### src/sv/psc_pkg.sv
// Shared types and constants for the polyline scanline crossing block.
`default_nettype none
package psc_pkg;
  localparam logic [1:0] CMD_LOAD   = 2'd0;
  localparam logic [1:0] CMD_START  = 2'd1;
  localparam logic [1:0] CMD_QUERY  = 2'd2;
  localparam logic [1:0] CMD_UNUSED = 2'd3;

  localparam int unsigned COORD_W = 32;
  localparam int unsigned TOL_W   = 16;
  localparam int unsigned IDX_W   = 6;

  // Datapath operation selects, driven by the controller.
  typedef enum logic [3:0] {
    OP_NONE     = 4'd0,
    OP_LOAD     = 4'd1,
    OP_QSETUP   = 4'd2,
    OP_RD_I     = 4'd3,
    OP_RD_J     = 4'd4,
    OP_CAP_I    = 4'd5,
    OP_CAP_J    = 4'd6,
    OP_STEP_J   = 4'd7,
    OP_MUL      = 4'd8,
    OP_DIV_INIT = 4'd9,
    OP_DIV_STEP = 4'd10,
    OP_FINISH   = 4'd11,
    OP_NEXT_I   = 4'd12,
    OP_EMPTY    = 4'd13
  } op_t;

  typedef struct packed {
    op_t  op;
    logic out_load;
  } ctl_t;

  typedef struct packed {
    logic more_i;
    logic crosses;
    logic flat;
    logic walk_done;
    logic div_done;
    logic any;
  } sts_t;
endpackage
`default_nettype wire

### src/sv/psc_ctrl.sv
// Controller state machine sequencing loads and crossing queries.
`default_nettype none
module psc_ctrl (
  input  wire logic        clk,
  input  wire logic        rst_n,
  input  wire logic        in_valid,
  input  wire logic [1:0]  in_cmd,
  output logic             in_ready,
  input  wire logic        out_busy,
  input  wire psc_pkg::sts_t sts,
  output psc_pkg::ctl_t    ctl
);
  typedef enum logic [11:0] {
    S_IDLE  = 12'b000000000001,
    S_RDI   = 12'b000000000010,
    S_CAPI  = 12'b000000000100,
    S_RDJ   = 12'b000000001000,
    S_CAPJ  = 12'b000000010000,
    S_TEST  = 12'b000000100000,
    S_MUL   = 12'b000001000000,
    S_DINIT = 12'b000010000000,
    S_DIV   = 12'b000100000000,
    S_EMIT  = 12'b001000000000,
    S_NEXT  = 12'b010000000000,
    S_END   = 12'b100000000000
  } state_t;

  state_t state_r, state_nxt;
  logic   walk_r, walk_nxt;

  always_ff @(posedge clk) begin
    if (!rst_n) begin
      state_r <= S_IDLE;
      walk_r  <= 1'b0;
    end else begin
      state_r <= state_nxt;
      walk_r  <= walk_nxt;
    end
  end

  assign in_ready = (state_r == S_IDLE);

  always_comb begin
    state_nxt    = state_r;
    walk_nxt     = walk_r;
    ctl.op       = psc_pkg::OP_NONE;
    ctl.out_load = 1'b0;
    unique case (state_r)
      S_IDLE: begin
        if (in_valid) begin
          if (in_cmd == psc_pkg::CMD_LOAD || in_cmd == psc_pkg::CMD_START) begin
            ctl.op = psc_pkg::OP_LOAD;
          end else if (in_cmd == psc_pkg::CMD_QUERY) begin
            ctl.op    = psc_pkg::OP_QSETUP;
            state_nxt = S_NEXT;
          end
        end
      end
      S_NEXT: begin
        // decide whether another vertex i remains
        if (sts.more_i) begin
          ctl.op    = psc_pkg::OP_RD_I;
          state_nxt = S_CAPI;
        end else begin
          state_nxt = S_END;
        end
      end
      S_RDI: state_nxt = S_CAPI;
      S_CAPI: begin
        ctl.op    = psc_pkg::OP_CAP_I;
        walk_nxt  = 1'b0;
        state_nxt = S_RDJ;
      end
      S_RDJ: begin
        ctl.op    = psc_pkg::OP_RD_J;
        state_nxt = S_CAPJ;
      end
      S_CAPJ: begin
        ctl.op    = psc_pkg::OP_CAP_J;
        state_nxt = S_TEST;
      end
      S_TEST: begin
        // the crossing test applies to the direct predecessor only
        if (!walk_r && !sts.crosses) begin
          ctl.op    = psc_pkg::OP_NEXT_I;
          state_nxt = S_NEXT;
        end else if (sts.flat && !sts.walk_done) begin
          ctl.op    = psc_pkg::OP_STEP_J;
          walk_nxt  = 1'b1;
          state_nxt = S_RDJ;
        end else begin
          state_nxt = S_MUL;
        end
      end
      S_MUL: begin
        ctl.op    = psc_pkg::OP_MUL;
        state_nxt = S_DINIT;
      end
      S_DINIT: begin
        ctl.op    = psc_pkg::OP_DIV_INIT;
        state_nxt = S_DIV;
      end
      S_DIV: begin
        if (sts.div_done) begin
          state_nxt = S_EMIT;
        end else begin
          ctl.op = psc_pkg::OP_DIV_STEP;
        end
      end
      S_EMIT: begin
        // hold the finished point until the result register frees up
        if (!out_busy) begin
          ctl.op    = psc_pkg::OP_FINISH;
          state_nxt = S_NEXT;
        end
      end
      S_END: begin
        if (!out_busy) begin
          ctl.op       = sts.any ? psc_pkg::OP_FINISH : psc_pkg::OP_EMPTY;
          ctl.out_load = 1'b1;
          state_nxt    = S_IDLE;
        end
      end
      default: state_nxt = S_IDLE;
    endcase
  end
endmodule
`default_nettype wire

### config.mk
export PLATFORM = sky130hd
export DESIGN_NAME = psc_ctrl
export DESIGN_NICKNAME = d
export VERILOG_FILES = /design/src/sv/psc_pkg.sv /design/src/sv/psc_ctrl.sv
export SDC_FILE = /design/constraint.sdc
export NUM_CORES = 1
export LEC_CHECK = 0
export BUFFER_PORTS_ARGS = -buffer_cell sky130_fd_sc_hd__buf_2
export CAP_MARGIN = 20
export CORE_MARGIN = 5
export CORE_UTILIZATION = 50
export DETAILED_ROUTE_END_ITERATION = 10
export PLACE_DENSITY_LB_ADDON = 0.2
export RECOVER_POWER = 25
export SYNTH_ARGS = -nofsm -noshare
export SYNTH_HDL_FRONTEND = slang
export SYNTH_SLANG_ARGS = --single-unit
### constraint.sdc
create_clock -name clk -period 2.3 [get_ports clk]
set_clock_uncertainty 0.2 [all_clocks]
set_input_delay 0.115 -clock clk [delete_from_list [all_inputs] [get_ports clk]]
set_output_delay 0.115 -clock clk [all_outputs]
set_load 0.02 [all_outputs]
=== After elaboration in Yosys (flattened, before gate mapping) ===
Index checks and enable logic that the tools add are counted.

* Register bits after elaboration: 13
* Word-level logic and storage cells: 59

* Reduce and logical (&&, ||, !) cells: 10
* Multiplexer cells: 25
* Equality and inequality tests: 22

{| class="wikitable"
|+ Operator list
! operator !! number
|-
| 12-bit case mux with 12 select lines || 1
|-
| 12-bit 2-to-1 mux || 7
|-
| 4-bit case mux with 11 select lines || 1
|-
| 2-bit != test, second input constant || 7
|-
| 12-bit by 1-bit == test with 1-bit output, second input constant || 1
|-
| 12-bit by 10-bit == test with 1-bit output, second input constant || 1
|-
| 12-bit by 11-bit == test with 1-bit output, second input constant || 1
|-
| 12-bit == test, second input constant || 1
|-
| 12-bit by 2-bit == test with 1-bit output, second input constant || 1
|-
| 12-bit by 3-bit == test with 1-bit output, second input constant || 1
|-
| 12-bit by 4-bit == test with 1-bit output, second input constant || 1
|-
| 12-bit by 5-bit == test with 1-bit output, second input constant || 1
|-
| 12-bit by 6-bit == test with 1-bit output, second input constant || 1
|-
| 12-bit by 7-bit == test with 1-bit output, second input constant || 1
|-
| 12-bit by 8-bit == test with 1-bit output, second input constant || 1
|-
| 12-bit by 9-bit == test with 1-bit output, second input constant || 1
|-
| 4-bit 2-to-1 mux || 3
|-
| 11-bit 2-to-1 mux || 1
|-
| 2-bit 2-to-1 mux || 4
|-
| 7-bit 2-to-1 mux || 1
|-
| 3-bit 2-to-1 mux || 2
|-
| 6-bit AND reduction || 1
|-
| 5-bit 2-to-1 mux || 1
|-
| 1-bit zero test || 3
|-
| 10 further kinds || 13
|}

=== Logic depth before layout (Yosys ltp) ===
* Word-level depth: 5
* Gate-level depth with buffers: 7
* Gate-level depth less buffers: 6

=== Least setup slack after synthesis ===
No wires, ideal clock.

* Path kind: flip-flop to output port
* Start: register state_r[7]
* End: output port ctl[3] (netlist name)
* Setup slack: 0.324 ns
* Data arrival time: 1.661 ns
* Buffers on the path: 1
* Cell stages (with the launch flop): 7
* Cells stage by stage: dfxtp_1 > buf_4 > nor4_4 > nand2_2 > nor3_1 > and3b_1 > a21o_1

{| class="wikitable"
|+ RTL lines
! what !! line !! source
|-
| from (decl) || psc_ctrl.sv:28 || <nowiki>state_t state_r, state_nxt;</nowiki>
|-
| from (signal assigned) || psc_ctrl.sv:36 || <nowiki>state_r <= state_nxt;</nowiki>
|-
| to (decl) || psc_ctrl.sv:11 || <nowiki>output psc_pkg::ctl_t ctl</nowiki>
|}

==> metrics.txt <==
GRT Residual Overflow=0; period utilisation layout=0.990; Area contributors post-synth=dfxtp_1 28%, nor2_1 4.3%, nand3_1 4.0%, xor2_1 4.0%, nor2b_1 3.6%; Synth Area in XOR/XNOR=0.0401; Post-synth ARST share=0; Port-buffer cells=17; pre-CTS setup slack=0.184 ns; H-tree levels=1; Initial DRC Count=24; RSZ-0062 raised after global routing=true; Final TNS setup=0 ns; number of I/O pins=18; full die area=2680 µm²; largest net degree at the start of global routing=11; most common flop cell mapped by yosys=dfxtp_1; Core ar.=approximately 1700 µm²; mux cell area share after synthesis=0.0115; worst path required time=1.99 ns; Hold WC Path Type=in2reg; met2 GRT Util=0.284; Post-Synth Simple-Gate Area=0.467; clock buffer depth=2; Seq cells post-synth=12; post-synth top area cell=dfxtp_1; Worst Path Arrival=just under 2 ns; worst-skew pair later-pin latency=0.28 ns; hold path endpoint=state_r[0]; Max-slew headroom=0.733; main combinational cell family by area after synthesis=simple AND/OR/NAND/NOR gates; outcome=finished clean; clk slew on worst S/H paths=0.07 ns; Die Width=around 52 µm; post-synthesis compound-gate area fraction=0.152; FP Rows=15; Final setup viols=0; Synth cell types=42; met3 Usage GRT=0.0372; Post-layout nets=roughly 150; Global Route met1 Usage=0.255; Post-DRT Antenna Nets=0; drc violations=0; Worst Setup End Kind=output port; Post-DP HPWL=1620 µm; routed vias=909; highest clock rate=0.439 GHz; CTS root buf=clkbuf_4; Total Wirelength=2290 µm; Clock Sinks=12; Post-Synthesis Cells=~110; EDFF count, synth=0; CTS tree=done; layout cell share with drive strength beyond 1=0.374; reg2reg setup slack=roughly 0.32 ns; measured slew at the worst slew-check pin=0.395 ns; Max Cap Viol=0; Max Slew Vio Count=0; Mean Syn Cell Area=8.32 µm²; Synth Area in Adders=0; total CTS buffers=3; grt peak-use layer=met2; Seq/Total Area, Yosys=0.275; diode count=0; first-pass GRT wire length=3800 µm; synthesized area=between 800 and 900 µm²; Initial Utilization=0.517; Avg Vias per Cell=around 6.1; initial antenna violation count=0; Hold Crit Depth=3; power per cell area=570 nW/µm²; GR Util All Layers=0.193; Area Overhead vs Synth=30.8%; Peak VDD IR=472 µV; drt wl/cell=15.5 µm; CP Class=reg2out; RePlAce Congestion=0.882; startpoint types=register; post-synth net total=117; worst hold path startpoint=in_cmd[0]; Yosys top cell area share=0.275; min setup slack post-route=approximately 0.023 ns; Fin. Hold Viols=0; die height=just over 50 µm; drt first pass iters=4; crit path max fanout=8; Worst R2R Path Depth=6; number of global-route vias before repair=around 800; Ys Warns=0; worst flop-to-flop path endpoint=state_r[0]; Reg2Reg Launch Point=state_r[7]; Period minus WS final=2.28 ns; worst hold margin=0.102 ns; Leak=roughly 0.00055 µW
-- cell usage in the layout (no fill, tap or decap), drive strengths merged, types with 4 or more instances in the layout --
| cell type | n |
|---|---|
| nor3 | 8 |
| nand2 | 6 |
| nor2 | 10 |
| nor2b | 5 |
| buf | 22 |
| inv | 5 |
| nand4 | 4 |
| dfxtp | 12 |
| nand3 | 7 |
| o21ai | 4 |
| a21oi | 5 |
| dlygate4sd3 | 5 |
| xor2 | 4 |
-- repair_timing --
item / CTS / global route
pin swaps: 3 / 9
endpoints found under the setup margin: 5 / 5
setup buffers: 2 / 3
hold buffers: 5 / 0
endpoints found under the hold margin: 8 / 0
gates resized for setup: 8 / 16
-- where the power goes --
part           switching (µW)  total, µW  internal (µW)
combinational             153        272            118
clock                    76.3        137           60.7
sequential               24.9        242            217
total                     255        651            397
-- state kept, by name (all words and copies together), names as in the netlist --
name and flops:
state_r 11, walk_r 1
-- cells by family (layout without fill, tap and decap cells) --
family	count (synthesis)	after routing
buf+inv	9	35
simple gates	60	60
mux	1	1
xor+xnor	4	4
flops	12	12
compound gates	19	19
-- worst max-delay path, cell delays in order, from the launching register on --
cell	delay [ns]
dfxtp_4	0.38
or4_4	0.58
nor3_4	0.27
nand3b_4	0.10
and2_4	0.15
nand4_1	0.09
buf_6	0.12
-- stage by stage --
stage	cell area, µm²	utilization	instances	power [µW]
CTS	1060	0.627	145	624
global route	1140	0.676	148	690
detailed placement	951	0.563	135	469
floorplan	873	-	105	407
finish	1140	0.676	148	651
global placement	951	0.563	135	467
-- final cells by class --
cell class                      instances  area [µm²]
Tap cell                               17        21.3
Timing Repair Buffer                   27         188
Sequential cell                        12         254
Fill cell                             136         547
Inverter                                5        18.8
Multi-Input combinational cell         84         638
Clock buffer                            3        22.5
-- per-layer routing --
layer / vias up / routed length [µm] / part of all wire
met2: 41 / 1060 / 0.46
met4: 0 / 61 / 0.027
met3: 6 / 142 / 0.062
met1: 415 / 1020 / 0.45
li1: 447 / - / -
met5: - / 0 / 0
-- worst max-delay path by stage --
stage	startpoint	to	slack, ns	cells past startpoint
after floorplan	state_r[7]	ctl[3]	0.32	6
after global placement	state_r[2]	ctl[1]	0.20	6
after detailed placement	state_r[2]	ctl[1]	0.18	6
after CTS	state_r[4]	ctl[1]	0.003	6
after global routing	state_r[7]	ctl[3]	-0.03	6
final	state_r[2]	ctl[1]	0.02	6
-- synthesized netlist by cell type, types with 2 or more instances --
master,n
a21oi_1,5
and3_1,2
and3b_1,2
buf_2,2
dfxtp_1,12
inv_1,5
nand2_1,5
nand3_1,7
nand3b_1,2
nand4_1,4
nor2_1,10
nor2b_1,5
nor3_1,5
nor3_2,2
nor4b_1,2
o211ai_1,2
o21ai_0,4
or3_1,2
xor2_1,4
No activity file was read; power rests on OpenSTA's default activity.
